### config.mk
export PLATFORM = sky130hd
export DESIGN_NAME = csv_lane
export DESIGN_NICKNAME = d
export VERILOG_FILES = /design/src/hw/rtl/cosine_similarity_vec4_unit_defines.svh /design/src/hw/rtl/csv_pkg.sv /design/src/hw/rtl/csv_lane.sv
export SDC_FILE = /design/constraint.sdc
export NUM_CORES = 2
export LEC_CHECK = 0
export ABC_AREA = 1
export ABC_CLOCK_PERIOD_IN_PS = 19400
export BUFFER_PORTS_ARGS = -buffer_cell sky130_fd_sc_hd__buf_2
export CORE_ASPECT_RATIO = 0.6
export CORE_MARGIN = 2
export CORE_UTILIZATION = 40
export DETAILED_ROUTE_END_ITERATION = 8
export PLACE_DENSITY = 0.62
export SKIP_LAST_GASP = 1
export SLEW_MARGIN = 30
export SYNTH_ARGS = -nofsm -noshare
export SYNTH_HDL_FRONTEND = slang
export SYNTH_SLANG_ARGS = --single-unit
### constraint.sdc
create_clock -name clk -period 19.4 [get_ports clk]
set_input_delay 4.85 -clock clk [delete_from_list [all_inputs] [get_ports clk]]
set_output_delay 4.85 -clock clk [all_outputs]
set_load 0.02 [all_outputs]
### src/hw/rtl/cosine_similarity_vec4_unit_defines.svh
// Assertion macros for the cosine similarity unit.
// Needs a clk and an active-low rst_n in the scope that uses them.
`ifndef COSINE_SIMILARITY_VEC4_UNIT_DEFINES_SVH
`define COSINE_SIMILARITY_VEC4_UNIT_DEFINES_SVH

// Holds whenever the unit is out of reset.
`define CSV_ASSERT_ALWAYS(lbl, prop) \
  lbl: assert property (@(posedge clk) disable iff (!rst_n) (prop)) \
    else $error("csv assertion failed");

// Antecedent implies consequent in the same cycle.
`define CSV_ASSERT_IMPL(lbl, ante, cons) \
  lbl: assert property (@(posedge clk) disable iff (!rst_n) (ante) |-> (cons)) \
    else $error("csv assertion failed");

`endif

### src/hw/rtl/csv_pkg.sv
// Shared types and constants for the cosine similarity unit.
// No dependencies.
package csv_pkg;

  localparam int LANES      = 4;
  localparam int ELEM_W     = 16;
  localparam int COS_W      = 16;
  localparam int PROD_W     = 32;   // signed lane product
  localparam int SQ_W       = 31;   // unsigned square, max 2^30
  localparam int DOT_W      = 34;   // signed sum of four products
  localparam int NORM_W     = 33;   // sum of four squares, max 2^32
  localparam int NN_W       = 2 * NORM_W; // |a|^2 * |b|^2
  localparam int ROOT_W     = NORM_W;
  localparam int REM_W      = ROOT_W + 2;
  localparam int NUM_W      = NORM_W + 14; // |dot| << 14
  localparam int QUO_W      = 16;
  localparam int SQRT_STEPS = ROOT_W;
  localparam int DIV_STEPS  = QUO_W;
  localparam int NORM_LAT   = 3;
  localparam int LATENCY    = 1 + NORM_LAT + SQRT_STEPS + DIV_STEPS + 1;
  localparam logic [QUO_W-1:0] COS_ONE = QUO_W'(16384);

  typedef struct packed {
    logic signed [PROD_W-1:0] dot;
    logic [SQ_W-1:0]          sqa;
    logic [SQ_W-1:0]          sqb;
  } lane_t;

  // Per-item data carried beside the root and quotient pipelines.
  typedef struct packed {
    logic [NORM_W-1:0] mag;
    logic              neg;
    logic              zero;
  } side_t;

endpackage

### src/hw/rtl/csv_lane.sv
// One element lane: product and both squares of a component pair.
// Depends on csv_pkg.
module csv_lane (
  input  logic                                clk,
  input  logic                                en,
  input  logic signed [csv_pkg::ELEM_W-1:0]   a,
  input  logic signed [csv_pkg::ELEM_W-1:0]   b,
  output csv_pkg::lane_t                      lane_r
);
  import csv_pkg::*;

  logic signed [PROD_W-1:0] ab, aa, bb;
  lane_t lane_nxt;

  always_comb begin
    ab = a * b;
    aa = a * a;
    bb = b * b;
    lane_nxt.dot = ab;
    lane_nxt.sqa = aa[SQ_W-1:0];
    lane_nxt.sqb = bb[SQ_W-1:0];
  end

  always_ff @(posedge clk) begin
    if (en) begin
      lane_r <= lane_nxt;
    end
  end
endmodule

After elaboration in Yosys (flattened, before gate mapping)
Cells that the tools add are included.
{ "word_totals": {"wordCells": 6, "out_inout_bits": 94, "reg_bits": 94} }
{ "classes": {"multipliers": 3} }
{ "op_table": {"columns": ["cell", "n"], "rows": [
  ["$mul A16 B16 Y31", 2],
  ["$mul A16 B16 Y32", 1]
]} }

Depth between registers and ports, before layout
{ "logic_depth": {"depth_word": 1, "ltp_mapped": 28, "depth_no_buf": 26} }

Worst setup path after synthesis
OpenSTA, ideal clock, no wires.
{ "synth_timing": {"path_type": "input to register", "from": "input b[1] (netlist bit)", "to": "register lane_r[87] (netlist bit) (data pin)", "stages": 21, "required_ns": 19.147, "t_arrival_ns": 10.001, "n_path_buf": 2, "setup_slack_ns": 9.146, "cell_sequence": "clkbuf_1 -> clkbuf_1 -> nand2_1 -> inv_1 -> fa_1 -> fa_1 -> fa_1 -> fa_1 -> fa_1 -> inv_1 -> fa_1 -> inv_1 -> ha_1 -> nand2_1 -> nor2_2 -> inv_1 -> nor2_4 -> nand3_1 -> or2_1 -> nand4_1 -> nand2_1"} }
{ "synth_via": {"elab_chain_cells": 1} }
{ "synth_lines": {"columns": ["item", "line_no", "source"], "rows": [
  ["from (decl)", "csv_lane.sv:7", "input logic signed [csv_pkg::ELEM_W-1:0] b,"],
  ["$mul A16 B16 Y32", "csv_lane.sv:16", "ab = a * b;"],
  ["net ab[25]", "csv_lane.sv:12", "logic signed [PROD_W-1:0] ab, aa, bb;"],
  ["to (signal assigned)", "csv_lane.sv:26", "lane_r <= lane_nxt;"],
  ["to (decl)", "csv_lane.sv:8", "output csv_pkg::lane_t lane_r"]
]} }
The timed path passes the listed nets, and every way through them passes these cells.
A chain may end at the register's enable or synchronous reset.

Worst setup path after layout
{ "layout_timing": {"from": "input a[7] (netlist bit)", "to": "register lane_r[50] (netlist bit) (data pin)"} }
{ "layout_via": {"elab_chain_cells": 1} }
{ "layout_lines": {"columns": ["item", "line_no", "source"], "rows": [
  ["from (decl)", "csv_lane.sv:6", "input logic signed [csv_pkg::ELEM_W-1:0] a,"],
  ["$mul A16 B16 Y31", "csv_lane.sv:17", "aa = a * a;"],
  ["net aa[19]", "csv_lane.sv:12", null]
]} }
The timed path passes the listed nets, and every way through them passes these cells.

==> results.py <==
metrics = {
    "run_status": {
        "run_status": "finished, final reports clean",
    },
    "drt": {
        "firstDrtPassIters": 6,
        "drc_violations_left": 0,
        "first_iter_violations": 1878,
        "ant_nets": 0,
        "dr_total_vias": 23910,
        "routedWlPerCell_um": 16.49,
        "final_wirelength_mm": 83.06,
        "viasPerCell": 4.748,
    },
    "layout": {
        "largest_register_ff_count": 92,
        "filler_cell_count": 8115,
        "area_growth_pct": 6.062,
        "layout-drive-gt1-share": 0.04534,
        "reg_top3": "lane_r: 92 flops",
        "fin_nets": 4974,
        "max_flop_register": "lane_r",
        "antennaDiodeCount": 0,
    },
    "cts": {
        "clock-sinks": 92,
        "clk_path_buf_depth": 2,
        "cts-resized-gates": 0,
        "tritoncts.num_buffers": 9,
        "clock-root-buffer": "sky130_fd_sc_hd__clkbuf_16",
        "clock_pin_slew_reported_for_the_worst_setup_and_hold_paths_after_clock_tree_synthesis_ps": 80,
        "postCtsSetupRepairBufs": 0,
        "postCtsHoldBufs": 0,
        "tritoncts": "yes",
        "cts.htree.levels": 3,
    },
    "sta": {
        "final_min_period_over_clock_period": 0.5583,
        "max-slew-margin-rel": 0.3155,
        "timing_hold_violations_final": 0,
        "rsz0062_at_grt": "false",
        "maxSlewViolCount": 0,
        "worst-slew-pin-transition_ps": 1027,
        "setup_violations": 0,
        "setup-tns-final_ps": 0,
        "period_minus_slack_ps": 10830,
        "clock.fmax_mhz": 92.33,
    },
    "worst_hold_path": {
        "hold_start": "en",
        "hp-class": "input port to flop",
        "worst_hold_path.endpoint": "lane_r[50]",
        "min_path_cells": 1,
    },
    "global_route": {
        "gr-total-overflow": 0,
        "via_count_of_the_first_global_routing_pass": 24440,
        "gr-usage-all-layers": 0.2124,
        "wire_length_of_the_first_global_routing_pass_mm": 136.3,
        "grt_antenna_before_repair": 0,
        "pin_count_of_the_biggest_net_entering_global_routing": 56,
    },
    "synthesis": {
        "synth_area_leaders": "sky130_fd_sc_hd__fa_1 (45%), sky130_fd_sc_hd__inv_1 (15%), sky130_fd_sc_hd__nand2_1 (10%)",
        "synth-adder-area-share": 0.5474,
        "yosysSeqAreaShare": 0.08586,
        "synth_compound_gate_area_share": 0.02885,
        "synth.top_cells.by_count": "sky130_fd_sc_hd__inv_1 (1290), sky130_fd_sc_hd__nand2_1 (865), sky130_fd_sc_hd__fa_1 (721)",
        "combinational_family_with_the_most_area_after_synthesis": "adder cells",
        "commonest_register_cell_after_synthesis": "sky130_fd_sc_hd__edfxtp_1",
        "flops_latches_synth": 92,
        "synth_edf_count": 92,
        "yosys.area.top_type_share": 0.4486,
        "post_synthesis_cells": 3927,
        "yosys.area_share.simple": 0.1494,
        "synth_xor_xnor_area_share": 0.02368,
        "synth_area_per_cell_sq_um": 8.193,
        "postSynth.asyncResetShare": 0,
        "synth.distinct_cells": 37,
        "yosys-mux-area-fraction": 0,
        "synth_warnings": 0,
        "yosysTopAreaCell": "sky130_fd_sc_hd__fa_1",
        "synthesis.area_sq_um": 32180,
        "synth.most_common_cell": "sky130_fd_sc_hd__inv_1",
    },
    "setup_path": {
        "critPathCaptureType": "flop",
        "timing.critical_path.slowest_stage_cell": "sky130_fd_sc_hd__buf_2",
        "critical-path-top-delay-family": "adder cells",
        "worst-endpoint-required_ps": 19570,
        "timing.critical_path.arrival_ps": 11000,
        "criticalPathCategory": "input port to flop",
        "critical_path_peak_fanout": 32,
        "crit_chain": "buf_2, inv_1, fa_1, inv_1, fa_1, inv_1, fa_1, inv_1, fa_1, fa_1, inv_1, fa_1, inv_1, ha_1, a21oi_1, o21ai_0, nand2_1, nand2_1, a21oi_1, xnor2_1",
        "cpPeakStageDelay_ps": 700,
        "worst_setup_path_start_kind": "input port",
        "path_buf_inv": 7,
    },
    "floorplanning": {
        "rows": 80,
        "die_w_um": 370.2,
        "floorplan.initialDensity": 0.4043,
        "die_area_sq_um": 82800,
        "io-pin-count": 128,
        "core_area_sq_um": 79580,
        "die_height_um": 223.7,
    },
    "placed_design": {
        "place.detailed.hpwl_mm": 68.01,
        "port-buffer-count": 125,
        "place_congestion": 0.9393,
    },
    "flow_run": {
        "max_cap_viol_count": 0,
    },
}
==> routing by layer <==
metal / up-vias / track usage / part of all wire
met5: - / 0 / 0
met4: 0 / 0.03108 / 0.0084
met3: 41 / 0.04802 / 0.091
met2: 869 / 0.2881 / 0.39
met1: 11770 / 0.3444 / 0.51
li1: 11230 / - / -
==> through the flow <==
stage / cell area [sq um] / hold slack [ps] / utilization / cells / worst slack (ps)
6_report: 34130 / 4981 / 0.4289 / 5036 / 8570
5_1_grt: 34130 / 4994 / 0.4289 / 5036 / 8168
4_1_cts: 34120 / 4964 / 0.4288 / 5036 / 8698
3_5_place_dp: 33820 / 5292 / 0.4250 / 5020 / 8227
3_3_place_gp: 33820 / 5291 / 0.4250 / 5020 / 8282
2_1_floorplan: 32180 / 4949 / - / 3928 / 9146
==> worst max-delay path by stage <==
stage                     from         end  slack, ps  cells past startpoint
after floorplan           b[1]  lane_r[87]       9150                     21
after global placement    a[7]  lane_r[50]       8280                     20
after detailed placement  b[1]  lane_r[93]       8230                     21
after CTS                 b[1]  lane_r[93]       8700                     21
after global routing      b[1]  lane_r[90]       8170                     19
final                     a[7]  lane_r[50]       8570                     20
==> cells by family after synthesis <==
logic type,count (synthesis)
AO/OA/AOI/OAI,170
XOR/XNOR,87
adder cells (fa/ha/maj),975
buffers and inverters,1409
flip-flops,92
other,1
AND/OR/NAND/NOR,1193
==> area by class of cell <==
cell class,count,area (sq um),share of cell area
clock buffers,9,225.2,0.006599
clock inverters,7,80.08,0.002346
inverters,1294,4857,0.1423
multi-input cells,2427,24120,0.7067
flip-flops and latches,92,2763,0.08095
well taps,1066,1334,0.03908
repair buffers,141,750.7,0.02200
==> cell usage in the layout (no fill, tap or decap), types with 34 or more instances in the layout <==
master                     count
sky130_fd_sc_hd__ha_1        254
sky130_fd_sc_hd__fa_1        721
sky130_fd_sc_hd__inv_1      1290
sky130_fd_sc_hd__nand4_1      34
sky130_fd_sc_hd__nand3_1     101
sky130_fd_sc_hd__nand2_1     865
sky130_fd_sc_hd__edfxtp_1     92
sky130_fd_sc_hd__a21oi_1      95
sky130_fd_sc_hd__nor2_1      145
sky130_fd_sc_hd__xor2_1       63
sky130_fd_sc_hd__buf_2       123
sky130_fd_sc_hd__o21ai_0      45
Power is left out: the tool's default activity adds up to more than one toggle a clock period on the data nets, which glitch-free logic cannot reach.
