--- src/hw/rtl/cosine_similarity_vec4_unit_defines.svh ---
// Assertion macros for the cosine similarity unit.
// Needs a clk and an active-low rst_n in the scope that uses them.
`ifndef COSINE_SIMILARITY_VEC4_UNIT_DEFINES_SVH
`define COSINE_SIMILARITY_VEC4_UNIT_DEFINES_SVH

// Holds whenever the unit is out of reset.
`define CSV_ASSERT_ALWAYS(lbl, prop) \
  lbl: assert property (@(posedge clk) disable iff (!rst_n) (prop)) \
    else $error("csv assertion failed");

// Antecedent implies consequent in the same cycle.
`define CSV_ASSERT_IMPL(lbl, ante, cons) \
  lbl: assert property (@(posedge clk) disable iff (!rst_n) (ante) |-> (cons)) \
    else $error("csv assertion failed");

`endif

--- src/hw/rtl/csv_pkg.sv ---
// Shared types and constants for the cosine similarity unit.
// No dependencies.
package csv_pkg;

  localparam int LANES      = 4;
  localparam int ELEM_W     = 16;
  localparam int COS_W      = 16;
  localparam int PROD_W     = 32;   // signed lane product
  localparam int SQ_W       = 31;   // unsigned square, max 2^30
  localparam int DOT_W      = 34;   // signed sum of four products
  localparam int NORM_W     = 33;   // sum of four squares, max 2^32
  localparam int NN_W       = 2 * NORM_W; // |a|^2 * |b|^2
  localparam int ROOT_W     = NORM_W;
  localparam int REM_W      = ROOT_W + 2;
  localparam int NUM_W      = NORM_W + 14; // |dot| << 14
  localparam int QUO_W      = 16;
  localparam int SQRT_STEPS = ROOT_W;
  localparam int DIV_STEPS  = QUO_W;
  localparam int NORM_LAT   = 3;
  localparam int LATENCY    = 1 + NORM_LAT + SQRT_STEPS + DIV_STEPS + 1;
  localparam logic [QUO_W-1:0] COS_ONE = QUO_W'(16384);

  typedef struct packed {
    logic signed [PROD_W-1:0] dot;
    logic [SQ_W-1:0]          sqa;
    logic [SQ_W-1:0]          sqb;
  } lane_t;

  // Per-item data carried beside the root and quotient pipelines.
  typedef struct packed {
    logic [NORM_W-1:0] mag;
    logic              neg;
    logic              zero;
  } side_t;

endpackage

--- src/hw/rtl/csv_div.sv ---
// Pipelined restoring divide of |dot|<<14 by the root, then clamp and sign.
// Depends on csv_pkg. Last stage is the output register.
module csv_div (
  input  logic                             clk,
  input  logic                             en,
  input  logic [csv_pkg::ROOT_W-1:0]       root,
  input  csv_pkg::side_t                   side_in,
  output logic signed [csv_pkg::COS_W-1:0] cosine_r,
  output logic                             zero_r
);
  import csv_pkg::*;

  logic [NUM_W-1:0]  rem_r [DIV_STEPS];
  logic [ROOT_W-1:0] den_r [DIV_STEPS];
  logic [QUO_W-1:0]  q_r   [DIV_STEPS];
  side_t             sd_r  [DIV_STEPS];

  for (genvar j = 0; j < DIV_STEPS; j++) begin : g_stage
    localparam int SH = DIV_STEPS - 1 - j;
    logic [NUM_W-1:0]   rem_in;
    logic [ROOT_W-1:0]  den_in;
    logic [QUO_W-1:0]   q_in;
    side_t              sd_in;
    logic [NUM_W+1:0]   dsh;
    logic               ge;

    if (j == 0) begin : g_first
      assign rem_in = {side_in.mag, 14'b0};
      assign den_in = root;
      assign q_in   = '0;
      assign sd_in  = side_in;
    end else begin : g_next
      assign rem_in = rem_r[j-1];
      assign den_in = den_r[j-1];
      assign q_in   = q_r[j-1];
      assign sd_in  = sd_r[j-1];
    end

    always_comb begin
      dsh = (NUM_W+2)'(den_in) << SH;
      ge  = (NUM_W+2)'(rem_in) >= dsh;
    end

    always_ff @(posedge clk) begin
      if (en) begin
        rem_r[j] <= ge ? rem_in - dsh[NUM_W-1:0] : rem_in;
        den_r[j] <= den_in;
        q_r[j]   <= {q_in[QUO_W-2:0], ge};
        sd_r[j]  <= sd_in;
      end
    end
  end

  logic [QUO_W-1:0]        q_sat;
  logic signed [COS_W-1:0] cos_nxt;
  side_t                   sd_last;

  always_comb begin
    sd_last = sd_r[DIV_STEPS-1];
    q_sat   = (q_r[DIV_STEPS-1] > COS_ONE) ? COS_ONE : q_r[DIV_STEPS-1];
    if (sd_last.zero) begin
      cos_nxt = '0;
    end else if (sd_last.neg) begin
      cos_nxt = -$signed(q_sat);
    end else begin
      cos_nxt = $signed(q_sat);
    end
  end

  always_ff @(posedge clk) begin
    if (en) begin
      cosine_r <= cos_nxt;
      zero_r   <= sd_last.zero;
    end
  end
endmodule

--- config.mk ---
export PLATFORM = sky130hd
export DESIGN_NAME = csv_div
export DESIGN_NICKNAME = d
export VERILOG_FILES = /design/src/hw/rtl/cosine_similarity_vec4_unit_defines.svh /design/src/hw/rtl/csv_pkg.sv /design/src/hw/rtl/csv_div.sv
export SDC_FILE = /design/constraint.sdc
export NUM_CORES = 2
export LEC_CHECK = 0
export ABC_AREA = 1
export BUFFER_PORTS_ARGS = -buffer_cell sky130_fd_sc_hd__buf_2
export CAP_MARGIN = 20
export CORE_MARGIN = 2
export CORE_UTILIZATION = 55
export DETAILED_ROUTE_END_ITERATION = 10
export PLACE_DENSITY = 0.71
export SLEW_MARGIN = 5
export SYNTH_ARGS = -nofsm -noshare
export SYNTH_HDL_FRONTEND = slang
export SYNTH_SLANG_ARGS = --single-unit
--- constraint.sdc ---
create_clock -name clk -period 2.8 [get_ports clk]
set_clock_uncertainty 0.1 [all_clocks]
set_input_delay 0.42 -clock clk [delete_from_list [all_inputs] [get_ports clk]]
set_output_delay 0.42 -clock clk [all_outputs]
set_load 0.01 [all_outputs]
# Word level (Yosys, flattened, before mapping)
# Memories as Yosys holds them, arrays and structs flattened.
# Cells that the tools add are included.
word_totals:
  register_bits: 17
  mem_bits_rw: 2096
  output_inout_bits: 17
  n_memories: 4
classes:
  n_addsub: 17
  magnitude_cmp: 17
  muxes: 20
memory_table:
  columns: ["name", "depth", "word_bits", "rd", "rd_ports_with_merged_regs", "write_ports", "line_no", "source"]
  rows:
  - ["rem_r", 16, 47, 15, 0, 16, "csv_div.sv:13", "logic [NUM_W-1:0] rem_r [DIV_STEPS];"]
  - ["sd_r", 16, 35, 16, 0, 16, "csv_div.sv:16", "side_t sd_r [DIV_STEPS];"]
  - ["den_r", 16, 33, 15, 0, 16, "csv_div.sv:14", "logic [ROOT_W-1:0] den_r [DIV_STEPS];"]
  - ["q_r", 16, 16, 16, 0, 16, "csv_div.sv:15", "logic [QUO_W-1:0] q_r [DIV_STEPS];"]
ops:
  columns: ["cell", "n"]
  rows:
  - ["47-bit 2-to-1 mux", 16]
  - ["47-bit subtractor", 2]
  - ["47-bit by 48-bit greater-or-equal comparator with 1-bit output", 1]
  - ["47-bit by 33-bit greater-or-equal comparator with 1-bit output", 1]
  - ["47-bit by 34-bit greater-or-equal comparator with 1-bit output", 1]
  - ["47-bit by 35-bit greater-or-equal comparator with 1-bit output", 1]
  - ["47-bit by 36-bit greater-or-equal comparator with 1-bit output", 1]
  - ["47-bit by 37-bit greater-or-equal comparator with 1-bit output", 1]
  - ["47-bit by 38-bit greater-or-equal comparator with 1-bit output", 1]
  - ["47-bit by 39-bit greater-or-equal comparator with 1-bit output", 1]
  - ["47-bit by 40-bit greater-or-equal comparator with 1-bit output", 1]
  - ["47-bit by 41-bit greater-or-equal comparator with 1-bit output", 1]
  - ["47-bit by 42-bit greater-or-equal comparator with 1-bit output", 1]
  - ["47-bit by 43-bit greater-or-equal comparator with 1-bit output", 1]
  - ["47-bit by 44-bit greater-or-equal comparator with 1-bit output", 1]
  - ["47-bit by 45-bit greater-or-equal comparator with 1-bit output", 1]
  - ["47-bit by 46-bit greater-or-equal comparator with 1-bit output", 1]
  - ["47-bit greater-or-equal comparator", 1]
  - ["47-bit by 33-bit subtractor with 47-bit output", 1]
  - ["47-bit by 34-bit subtractor with 47-bit output", 1]
  - ["47-bit by 35-bit subtractor with 47-bit output", 1]
  - ["47-bit by 36-bit subtractor with 47-bit output", 1]
  - ["47-bit by 37-bit subtractor with 47-bit output", 1]
  - ["47-bit by 38-bit subtractor with 47-bit output", 1]
  - ["other kinds (12)", 14]

# Longest topological paths before layout
# An unclocked memory read counts as a cell.
logic_depth:
  word_depth: 5
  mapped_depth: 18

# Worst setup path after synthesis
# Ideal clock, no wire load.
synth_path:
  path_kind: "input -> register"
  from: "input port side_in[3] (netlist bit)"
  to: "memory rem_r[0][39] (netlist bit), data pin"
  arrival_ns: 2.073
  slack_ns: 0.374
  cell_stages: 10
  cell_sequence: "inv_1 ha_1 fa_1 o21ai_0 a21oi_1 or2_2 nand4_1 nand2_1 nand2_1 nand2_1"
synth_rtl:
  columns: ["element", "line_no", "source"]
  rows:
  - ["start, declared", "csv_div.sv:7", "input csv_pkg::side_t side_in,"]
  - ["end, declared", "csv_div.sv:13", null]

==> metrics.txt <==
status=complete, but fails checks; failing checks=setup timing; final worst slack=-0.0295 ns; register area share after synthesis=44.0%; gpl congestion=1.12; GR Util met3=5.70%; DRT Pass-1 Iters=9; CTS tree=done; Die Wd=401 um; Worst EP required=3.24 ns; Worst Max-Slew Pin Slew=0.733 ns; # IOs=87; Crit path max-delay family=simple AND/OR/NAND/NOR gates; first-pass GRT wire length=469,000 um; Final Core Density=65.0%; Hold Fails Final Rpt=0; Worst-path clk slew=0.07 ns; Fillers=13,300; WHS Endpoint=den_r[0][22]; total CTS buffers=143; Core Region=156,000 um2; Period minus WS final=2.83 ns; FMAX=353 MHz; area delta synth->final=17.5%; Synth Cell Area=86,500 um2; Area contributors post-synth=edfxtp_1 44%, nand2_1 18%, ha_1 7.6%; R2R Path Start=rem_r[1][263]; Slowest cell on crit path=edfxtp_1; Post-Syn Nets=11,900; clock latency at the later pin of the worst-skew pair=0.85 ns; initial antenna violation count=8; hold path depth=2; CTS root buffer=clkbuf_16; most frequent CP cell=nand2_1; global route total overflow=0; DR vias/cell=5.77; clk sink count=1,266; Initial Utilization=55.4%; Total GRT Usage=38.6%; FF/Latch Area=38,000 um2; register bit total from synthesis=1,266; Power Density=1030 nW/um2; most instantiated cells after synthesis=4,050 x nand2_1, 1,588 x inv_1, 1,266 x edfxtp_1, 1,077 x nor2_1, 706 x a21oi_1; Worst setup EP type=flip-flop; final-stage net count=12,800; Iter 0 DRT Violations=9,507; row count=145; Mapped Cells=11,300; Die ar.=160,000 um2; YS warnings=0; Synth top area share=44.0%; # DRC=0; grt peak-use layer=met2; Final HPWL DP=257,000 um; endpoints failing setup=3; Setup crit start kind=flip-flop; CP peak stage delay=0.50 ns; CP Launch Point=rem_r[1][263]; count leader, synth=nand2_1; largest net degree at the start of global routing=102; port bufs=86; CTS HTree Levels=4; vias=83,100; drt total wl=320,000 um; Critical path buffers and inverters=3; Final ANT Viol Nets=0; slew margin rel.=50.6%; vias in the first global route=78,900; critical path class=reg2reg; HP Start=root[22]; Die Y=401 um; critical-path cell list=ha_4 > buf_4 > nand2_2 > nor2_2 > nand2_1 > nor2_2 > nand2_1 > nor4_4 > nor2_4 > buf_12 > buf_12 > nand2_1 > nand2_1; Mean Syn Cell Area=7.67 um2; Global Route met2 Usage=63.4%; Distinct cells, synth=58; share of cells above drive strength 1=11.4%; ys flop type=edfxtp_1; cell taking the most area after synthesis=edfxtp_1; worst r2r path cells=13; Leakage=48.2 nW; Final Max Tran Viols=0; Max Cap Violations=0; clk buf depth=3; Peak VDD IR=0.000860 V; routing usage on met1=48.3%; RSZ-0062 raised after global routing=yes; RR Endpoint=rem_r[1][301]; Async SR Flop Fraction=0%; crit path DAT=3.26 ns; CP max FO=13; R2R Setup Slk=-0.03 ns; Routed wire per std cell=22.2 um; Hold Crit Class=in2reg; Worst path depth=13; Final period util=101%; Fin Hold WS=0.207 ns; Post-synth EDFFs=1,266; multi-input logic area=42,600 um2
-- per-stage QoR --
| stage | TNS, ns | area [um2] | cells | total power [W] | setup slack, ns |
|---|---|---|---|---|---|
| after floorplan | 0 | 86500 | 11300 | 0.0611 | 0.374 |
| after global placement | -1.19 | 94400 | 14000 | 0.0812 | -0.109 |
| after detailed placement | -1.35 | 94400 | 14000 | 0.0817 | -0.153 |
| after CTS | 0 | 100000 | 14300 | 0.102 | 0.0000679 |
| after global routing | -0.762 | 102000 | 14400 | 0.110 | -0.0710 |
| final | -0.0504 | 102000 | 14400 | 0.104 | -0.0295 |
-- cell type report --
| cell class | instances | area share (%) |
|---|---|---|
| antenna | 5 | 0.0123 |
| clock buffer | 162 | 3.59 |
| clock inverter | 99 | 1.19 |
| inverter | 1594 | 5.91 |
| multi-input combinational | 8311 | 42.0 |
| sequential | 1266 | 37.4 |
| tap | 2058 | 2.53 |
| timing repair buffer | 901 | 7.36 |
-- worst max-delay path by stage --
stage               endpoint  slack [ns]
2_1_floorplan   rem_r[0][39]        0.37
3_3_place_gp   rem_r[0][366]       -0.11
3_5_place_dp   rem_r[0][366]       -0.15
4_1_cts        rem_r[0][343]     0.00007
5_1_grt        rem_r[1][301]       -0.07
6_report       rem_r[1][301]       -0.03
-- metal layers --
metal	vias to the layer above	part of all wire (%)
met5	-	0.015
met4	8	7.2
met3	1040	8.5
met2	4474	46
met1	38800	38
li1	38700	-
-- timing repair --
action / 4_1_cts / 5_1_grt
gates cloned: 0 / 2
hold buffers: 69 / 0
pin swaps: 0 / 18
resized for setup: 10 / 264
buffers inserted: 4 / 55
setup endpoints to repair: 44 / 451
hold endpoints to repair: 76 / 0
-- sequential cells by signal, summed over array words and instances, names as in the netlist --
name	flops
q_r	136
rem_r	585
cosine_r	16
zero_r	1
den_r	495
sd_r	33
-- logic make-up (layout without fill, tap and decap cells) --
family,count (synthesis),in the layout,share of synthesized area (%)
fa+ha+maj,542,542,7.97
simple gates,6196,6197,29.3
xor+xnor,275,275,2.79
compound gates,1297,1297,8.05
buf+inv,1703,2756,7.93
flops,1266,1266,44.0
other cells,0,5,0
-- cells in the final DEF, fill, tap and decap left out, types with 236 or more instances in the layout --
master and instances:
buf_4 684, nor2_1 1028, o21ai_0 383, a21oi_1 654, xor2_1 236, edfxtp_1 1266
nand2_1 4020, ha_1 478, nand3_1 602, inv_1 1586
-- power by group --
group          internal, W  total, W  switching, W
clock               0.0111    0.0195       0.00839
sequential          0.0273    0.0319       0.00459
combinational       0.0189    0.0531        0.0342
total               0.0573     0.104        0.0472
(Power assumes the default switching activity.)
