## src/hw/rtl/cosine_similarity_vec4_unit_defines.svh

```systemverilog
// Assertion macros for the cosine similarity unit.
// Needs a clk and an active-low rst_n in the scope that uses them.
`ifndef COSINE_SIMILARITY_VEC4_UNIT_DEFINES_SVH
`define COSINE_SIMILARITY_VEC4_UNIT_DEFINES_SVH

// Holds whenever the unit is out of reset.
`define CSV_ASSERT_ALWAYS(lbl, prop) \
  lbl: assert property (@(posedge clk) disable iff (!rst_n) (prop)) \
    else $error("csv assertion failed");

// Antecedent implies consequent in the same cycle.
`define CSV_ASSERT_IMPL(lbl, ante, cons) \
  lbl: assert property (@(posedge clk) disable iff (!rst_n) (ante) |-> (cons)) \
    else $error("csv assertion failed");

`endif

```

## src/hw/rtl/csv_pkg.sv

```systemverilog
// Shared types and constants for the cosine similarity unit.
// No dependencies.
package csv_pkg;

  localparam int LANES      = 4;
  localparam int ELEM_W     = 16;
  localparam int COS_W      = 16;
  localparam int PROD_W     = 32;   // signed lane product
  localparam int SQ_W       = 31;   // unsigned square, max 2^30
  localparam int DOT_W      = 34;   // signed sum of four products
  localparam int NORM_W     = 33;   // sum of four squares, max 2^32
  localparam int NN_W       = 2 * NORM_W; // |a|^2 * |b|^2
  localparam int ROOT_W     = NORM_W;
  localparam int REM_W      = ROOT_W + 2;
  localparam int NUM_W      = NORM_W + 14; // |dot| << 14
  localparam int QUO_W      = 16;
  localparam int SQRT_STEPS = ROOT_W;
  localparam int DIV_STEPS  = QUO_W;
  localparam int NORM_LAT   = 3;
  localparam int LATENCY    = 1 + NORM_LAT + SQRT_STEPS + DIV_STEPS + 1;
  localparam logic [QUO_W-1:0] COS_ONE = QUO_W'(16384);

  typedef struct packed {
    logic signed [PROD_W-1:0] dot;
    logic [SQ_W-1:0]          sqa;
    logic [SQ_W-1:0]          sqb;
  } lane_t;

  // Per-item data carried beside the root and quotient pipelines.
  typedef struct packed {
    logic [NORM_W-1:0] mag;
    logic              neg;
    logic              zero;
  } side_t;

endpackage

```

## src/hw/rtl/csv_norm.sv

```systemverilog
// Merge of lane results: dot product, squared norms and their product.
// Depends on csv_pkg. Three register stages.
module csv_norm (
  input  logic                             clk,
  input  logic                             en,
  input  csv_pkg::lane_t                   lanes [csv_pkg::LANES],
  output logic [csv_pkg::NN_W-1:0]         prod_r,
  output csv_pkg::side_t                   side_r
);
  import csv_pkg::*;

  logic signed [DOT_W-1:0] dot_r, dot_nxt;
  logic [NORM_W-1:0]       na_r, na_nxt, nb_r, nb_nxt;
  logic [NORM_W+16:0]      p0_r, p0_nxt;   // na * nb[16:0]
  logic [NORM_W+15:0]      p1_r, p1_nxt;   // na * nb[32:17]
  side_t                   s2_r, s2_nxt;
  logic signed [DOT_W-1:0] dot_abs;

  always_comb begin
    dot_nxt = '0;
    na_nxt  = '0;
    nb_nxt  = '0;
    for (int i = 0; i < LANES; i++) begin
      dot_nxt = dot_nxt + DOT_W'(lanes[i].dot);
      na_nxt  = na_nxt + NORM_W'(lanes[i].sqa);
      nb_nxt  = nb_nxt + NORM_W'(lanes[i].sqb);
    end
  end

  always_comb begin
    dot_abs     = dot_r[DOT_W-1] ? -dot_r : dot_r;
    s2_nxt.mag  = dot_abs[NORM_W-1:0];
    s2_nxt.neg  = dot_r[DOT_W-1];
    s2_nxt.zero = (na_r == '0) || (nb_r == '0);
    p0_nxt      = (NORM_W+17)'(na_r) * (NORM_W+17)'(nb_r[16:0]);
    p1_nxt      = (NORM_W+16)'(na_r) * (NORM_W+16)'(nb_r[NORM_W-1:17]);
  end

  always_ff @(posedge clk) begin
    if (en) begin
      dot_r  <= dot_nxt;
      na_r   <= na_nxt;
      nb_r   <= nb_nxt;
      p0_r   <= p0_nxt;
      p1_r   <= p1_nxt;
      s2_r   <= s2_nxt;
      prod_r <= NN_W'(p0_r) + (NN_W'(p1_r) << 17);
      side_r <= s2_r;
    end
  end
endmodule

```

## config.mk

```make
export PLATFORM = sky130hd
export DESIGN_NAME = csv_norm
export DESIGN_NICKNAME = d
export VERILOG_FILES = /design/src/hw/rtl/cosine_similarity_vec4_unit_defines.svh /design/src/hw/rtl/csv_pkg.sv /design/src/hw/rtl/csv_norm.sv
export SDC_FILE = /design/constraint.sdc
export NUM_CORES = 2
export LEC_CHECK = 0
export BUFFER_PORTS_ARGS = -buffer_cell sky130_fd_sc_hd__buf_2
export CORE_UTILIZATION = 45
export DETAILED_ROUTE_END_ITERATION = 10
export PLACE_DENSITY_LB_ADDON = 0.1
export SETUP_SLACK_MARGIN = 0.1
export SLEW_MARGIN = 0
export SYNTH_ARGS = -nofsm -noshare
export SYNTH_HDL_FRONTEND = slang
export SYNTH_SLANG_ARGS = --single-unit
```

## constraint.sdc

```tcl
create_clock -name clk -period 5.9 [get_ports clk]
set_clock_uncertainty 0.15 [all_clocks]
set_input_delay 0 -clock clk [delete_from_list [all_inputs] [get_ports clk]]
set_output_delay 0 -clock clk [all_outputs]
set_load 0.01 [all_outputs]
```

* Word level (Yosys, flattened, before mapping)
Cells that the tools add are included.
** Operators by class
- Shifts and indexed selects :: 0
- Bitwise logic cells :: 0
- $lt $le $gt $ge :: 0
- Muxes and demuxes :: 1
- Reductions and logical operators :: 3
- Equal/unequal tests :: 0
- Multipliers :: 2
- Add/sub/neg operators :: 11
- Divide/modulo/power cells :: 0
** Operators by type and width (number)
- $add A32 B31 Y33 :: 2
- $add A33 B31 Y33 :: 2
- $add A50 B66 Y66 :: 1
- $logic_not A33 Y1 :: 2
- $add A31 B31 Y32 :: 2
- $mul A33 B17 Y50 :: 1
- $mul A33 B16 Y49 :: 1
- $add A33 B32 Y34 :: 1
- $add A34 B32 Y34 :: 1
- $add A32 B32 Y33 :: 1
- $mux W33 :: 1
- $neg A33 Y33 :: 1
- $logic_or A1 B1 Y1 :: 1
** Storage, ports and cells
- Latch bits :: 0
- Memories :: 0
- Memory bits (read-only) :: 0
- Output and inout bits :: 101
- RAM bits :: 0
- Input port bits :: 378
- Register bits after elaboration :: 335

* Logic depth before layout (Yosys ltp)
- Word-level depth :: 3
- Mapped depth :: 25
- Gate-level depth less buffers :: 23

* Worst setup path before layout
No wires, ideal clock.
- Path kind :: reg2reg
- Start point :: reg nb_r[8]
- End point :: reg p0_r[48] (data pin)
- Cell stages (with the launch flop) :: 25
- Clock period less this slack :: 6332 ps
- Slack :: -432 ps
- Buffers on the path :: 2
- Arrival time :: 5919 ps
- Required time :: 5486 ps
- Cells stage by stage :: edfxtp_1 clkbuf_1 clkbuf_1 nand2_1 fa_1 inv_1 fa_1 inv_1 fa_1 inv_1 fa_1 fa_1 inv_1 fa_1 inv_1 ha_1 nand2_1 nor2_1 nand4_1 o21ai_1 o22ai_2 o311a_1 a211oi_1 a221oi_1 xnor2_1
** On the way
- Word-level cells in the longest chain between the ends :: 1
** RTL lines
- start, declared :: line csv_norm.sv:13 : logic [NORM_W-1:0] na_r, na_nxt, nb_r, nb_nxt;
- start signal, assigned :: line csv_norm.sv:43 : nb_r <= nb_nxt;
- $mul A33 B17 Y50 :: line csv_norm.sv:35 : p0_nxt = (NORM_W+17)'(na_r) * (NORM_W+17)'(nb_r[16:0]);
- named net p0_nxt[48] :: line csv_norm.sv:14 : logic [NORM_W+16:0] p0_r, p0_nxt;
- end signal, assigned :: line csv_norm.sv:44 : p0_r <= p0_nxt;
- end, declared :: line csv_norm.sv:14
The timed path passes the listed nets, and every way through them passes these cells.
A chain may end at the register's enable or synchronous reset.

* Worst setup path in the final report
- Start point :: reg nb_r[8]
- End point :: reg p0_r[42] (data pin)
Same word-level chain as after synthesis.

==> impl_metrics.prom <==
# TYPE chip_impl_metric gauge
chip_impl_info{name="synth-main-ff-cell",value="sky130_fd_sc_hd__edfxtp_1"} 1
chip_impl_info{name="synth.cells.most_frequent",value="sky130_fd_sc_hd__fa_1, sky130_fd_sc_hd__inv_1, sky130_fd_sc_hd__nand2_1, sky130_fd_sc_hd__and2_1, sky130_fd_sc_hd__ha_1"} 1
chip_impl_info{name="timing.rr.start",value="nb_r[8]$_DFFE_PP_"} 1
chip_impl_info{name="status",value="complete, but fails checks"} 1
chip_impl_info{name="synth.top_cells.by_area",value="sky130_fd_sc_hd__fa_1, sky130_fd_sc_hd__edfxtp_1, sky130_fd_sc_hd__ha_1"} 1
chip_impl_metric{name="synth_area_per_cell",unit="µm²"} 9.85
chip_impl_metric{name="clk_latency",unit="ns"} 0.64
chip_impl_metric{name="whs",unit="ns"} 0.0224
chip_impl_info{name="rsz_0062_raised_after_global_routing",value="true"} 1
chip_impl_info{name="critical_path.slowest_cell",value="sky130_fd_sc_hd__fa_1"} 1
chip_impl_metric{name="synth_enable_flop_cells",unit=""} 335
chip_impl_metric{name="detailedRoute.firstIterationViolations",unit=""} 2227
chip_impl_metric{name="layout_worst_path_cycle_share",unit="%"} 110
chip_impl_metric{name="cp_slowest_stage_delay",unit="ns"} 0.66
chip_impl_metric{name="place.detailed.hpwl",unit="mm"} 132
chip_impl_info{name="cts_tree",value="yes"} 1
chip_impl_metric{name="starting_density_of_the_core",unit="%"} 45.3
chip_impl_metric{name="vias_per_cell",unit=""} 5.09
chip_impl_metric{name="clockBufferDepth",unit=""} 3
chip_impl_info{name="cp-startpoint",value="nb_r[8]$_DFFE_PP_"} 1
chip_impl_metric{name="worst-slew-pin-transition",unit="ns"} 1.04
chip_impl_metric{name="grt_pass1_vias",unit=""} 47000
chip_impl_info{name="synth_largest_area_cell",value="sky130_fd_sc_hd__fa_1"} 1
chip_impl_metric{name="synthesized_cell_area",unit="µm²"} 56100
chip_impl_metric{name="cts_made_buffers",unit=""} 42
chip_impl_info{name="count_leader_synth",value="sky130_fd_sc_hd__fa_1"} 1
chip_impl_metric{name="yosysUniqueCellTypes",unit=""} 91
chip_impl_metric{name="detailroute.wirelength.met2",unit="mm"} 79.6
chip_impl_metric{name="ys_ff_latch",unit=""} 335
chip_impl_metric{name="finalHoldViolations",unit=""} 0
chip_impl_metric{name="area_taken_by_flip_flops_and_latches",unit="µm²"} 10100
chip_impl_metric{name="timing_max_transition_violations_final",unit=""} 0
chip_impl_info{name="worstSetupEndpointType",value="flip-flop"} 1
chip_impl_metric{name="arrival",unit="ns"} 6.71
chip_impl_metric{name="cts.reportedPaths.clkPinSlew",unit="ns"} 0.07
chip_impl_info{name="reg2reg_to",value="p0_r[42]$_DFFE_PP_"} 1
chip_impl_metric{name="grt_max_degree",unit=""} 119
chip_impl_metric{name="synth.yosys.warnings",unit=""} 0
chip_impl_metric{name="maximum_fanout_along_the_worst_path",unit=""} 5
chip_impl_metric{name="final_antenna_net_count",unit=""} 0
chip_impl_metric{name="globalRouteTotalUtil",unit="%"} 25.9
chip_impl_metric{name="yosysTopAreaCellShare",unit="%"} 38.8
chip_impl_metric{name="wl_met3",unit="mm"} 6.42
chip_impl_metric{name="core_area",unit="µm²"} 124000
chip_impl_metric{name="period_minus_slack",unit="ns"} 6.50
chip_impl_metric{name="setup_viol_count_final",unit=""} 62
chip_impl_metric{name="floorplan.die.width",unit="µm"} 355
chip_impl_metric{name="number_of_cells_produced_by_synthesis",unit=""} 5691
chip_impl_metric{name="max_clock_freq",unit="GHz"} 0.154
chip_impl_metric{name="synth_seq_area_share",unit="%"} 17.9
chip_impl_metric{name="mappedNetlistNets",unit=""} 7531
chip_impl_metric{name="area_enclosed_by_the_die_boundary",unit="µm²"} 126000
chip_impl_metric{name="floorplan.rows",unit=""} 129
chip_impl_info{name="cts-root-buf",value="sky130_fd_sc_hd__clkbuf_16"} 1
chip_impl_info{name="dr.max_layer_used",value="met5"} 1
chip_impl_info{name="most_frequent_cell_on_the_critical_path",value="sky130_fd_sc_hd__fa_1"} 1
chip_impl_metric{name="r2r_setup_slack",unit="ns"} -0.60
chip_impl_metric{name="gp_routability_congestion",unit=""} 0.913
chip_impl_metric{name="design_area",unit="µm²"} 70500
chip_impl_info{name="crit_chain",value="buf_4 -> nand2_1 -> fa_1 -> inv_1 -> fa_1 -> fa_1 -> fa_1 -> fa_1 -> inv_1 -> fa_1 -> inv_1 -> ha_4 -> nand2_1 -> a2111oi_4 -> o21ai_1 -> buf_4 -> a211oi_2 -> buf_4 -> o211ai_1 -> buf_4 -> nand3_4 -> a41oi_4 -> buf_6 -> xnor2_1"} 1
chip_impl_metric{name="worst-r2r-cell-count",unit=""} 24
chip_impl_metric{name="drive_gt1_share",unit="%"} 23.4
chip_impl_info{name="critical_path_class",value="flip-flop to flip-flop"} 1
chip_impl_metric{name="nFillCells",unit=""} 11100
chip_impl_metric{name="route.layer.met1.wl",unit="mm"} 69.3
chip_impl_metric{name="grt-ovfl-total",unit=""} 0
chip_impl_metric{name="routed_wirelength",unit="mm"} 159
chip_impl_metric{name="cts_max_level",unit=""} 2
chip_impl_metric{name="cts_sinks",unit=""} 335
chip_impl_metric{name="minimum_setup_slack_after_placement",unit="ns"} -0.819
chip_impl_metric{name="share_of_the_core_filled_with_cells",unit="%"} 57.0
chip_impl_metric{name="area_growth_syn_to_layout",unit="%"} 25.7
chip_impl_metric{name="routed-via-count",unit=""} 42900
chip_impl_metric{name="grt_pass1_wl",unit="mm"} 256
chip_impl_metric{name="synth_async_sr_flop_share",unit="%"} 0
chip_impl_metric{name="place.port_buffers",unit=""} 478
chip_impl_metric{name="num-nets-final",unit=""} 8602
chip_impl_info{name="violated_checks",value="negative setup slack"} 1
chip_impl_metric{name="multiInputGateArea",unit="µm²"} 43000
chip_impl_metric{name="max_cap_violations",unit=""} 0
chip_impl_info{name="worstSetupEndpoint",value="p0_r[42]$_DFFE_PP_"} 1
chip_impl_metric{name="slew_headroom",unit="%"} 30.1
chip_impl_metric{name="required",unit="ns"} 6.11
chip_impl_metric{name="antenna_found_initial",unit=""} 13
chip_impl_metric{name="setup_ws",unit="ns"} -0.601
chip_impl_metric{name="placed_cell_area",unit="µm²"} 65500
chip_impl_info{name="worst_hold_path_type",value="primary input to flip-flop"} 1
chip_impl_metric{name="wl_per_cell",unit="µm"} 18.9
chip_impl_metric{name="drt-pass1-iter-count",unit=""} 7
chip_impl_metric{name="remaining_drcs",unit=""} 0
chip_impl_info{name="critical_path.startpoint_type",value="flip-flop"} 1
chip_impl_metric{name="die_h",unit="µm"} 355
chip_impl_metric{name="design.portCount",unit=""} 479
==> worst max-delay path: cells and delay by family, from the launching register on <==
kind,cells,cell delay (ns)
xor+xnor,1,0.13
buf+inv,8,0.98
compound gates,5,0.84
fa+ha+maj,7,3.38
simple gates,3,0.25
flops,1,0.47
==> timing repair <==
action                                  4_1_cts  5_1_grt
hold buffers                                117        0
setup buffers                                45       34
endpoints found under the setup margin       66       73
resized for setup                           235      150
pin swaps                                    71      101
endpoints found under the hold margin       174        0
gates cloned                                  1        1
==> flip-flops by register name, indices dropped and copies added, names as in the netlist <==
signal,flops
p1_r,49
na_r,33
dot_r,34
prod_r,66
nb_r,33
s2_r,35
side_r,35
p0_r,50
==> layout by cell type, fill, tap and decap left out, drive strengths merged, types with 9 or more instances in the layout <==
master and instances:
a211oi 20, a21o 107, a21oi 221, a31oi 20, a41oi 10, and2 445
and3 23, buf 1172, clkbuf 52, clkinv 14, dlygate4sd3 117, edfxtp 335
fa 1086, ha 376, inv 1063, nand2 787, nand2b 23, nand3 58
nand4 39, nor2 134, nor2b 22, nor3 41, nor4 25, o211ai 16
o21a 32, o21ai 116, o21bai 32, o31a 9, o31ai 21, or2 13
or3 13, xnor2 171, xor2 70
==> logic make-up after synthesis <==
logic type	count (synthesis)	synth area share, %
AO/OA/AOI/OAI	681	7.98
XOR/XNOR	241	3.77
multiplexers	3	0.0536
AND/OR/NAND/NOR	1645	14.2
flip-flops	335	17.9
adder cells (fa/ha/maj)	1462	47.2
buffers and inverters	1324	8.88
==> per-stage QoR <==
stage,std cells,TNS [ns]
final,8438,-21.24
after global routing,8434,-32.75
after CTS,8398,-20.05
after detailed placement,8158,-26.93
after global placement,8158,-23.67
after floorplan,5691,-0.503
==> routing by layer <==
metal  global-route usage (%)  up-vias
met5                        0        -
met4                     6.52        4
met3                     3.14      209
met2                     45.9      976
met1                     33.7    21800
li1                         -    20000
==> worst min-delay path by stage <==
stage | to | from | slack [ns] | cells after the start
after floorplan | dot_r[0]$_DFFE_PP_ | en | -0.04 | 0
after global placement | nb_r[0]$_DFFE_PP_ | lanes[282] | 0.16 | 2
after detailed placement | nb_r[0]$_DFFE_PP_ | lanes[282] | 0.16 | 2
after CTS | nb_r[31]$_DFFE_PP_ | lanes[312] | 0.001 | 4
after global routing | nb_r[31]$_DFFE_PP_ | lanes[312] | 0.03 | 4
final | nb_r[31]$_DFFE_PP_ | lanes[312] | 0.02 | 4
==> area by class of cell <==
cell class / count / area share [%]
Inverter: 1061 / 5.65
Clock buffer: 51 / 1.54
Antenna cell: 6 / 0.0213
Clock inverter: 26 / 0.483
Timing Repair Buffer: 1290 / 14.2
Sequential cell: 335 / 14.3
Tap cell: 1637 / 2.91
Multi-Input combinational cell: 4032 / 61.0
Power is left out: the tool's default activity adds up to more than one toggle a clock period on the data nets, which glitch-free logic cannot reach.
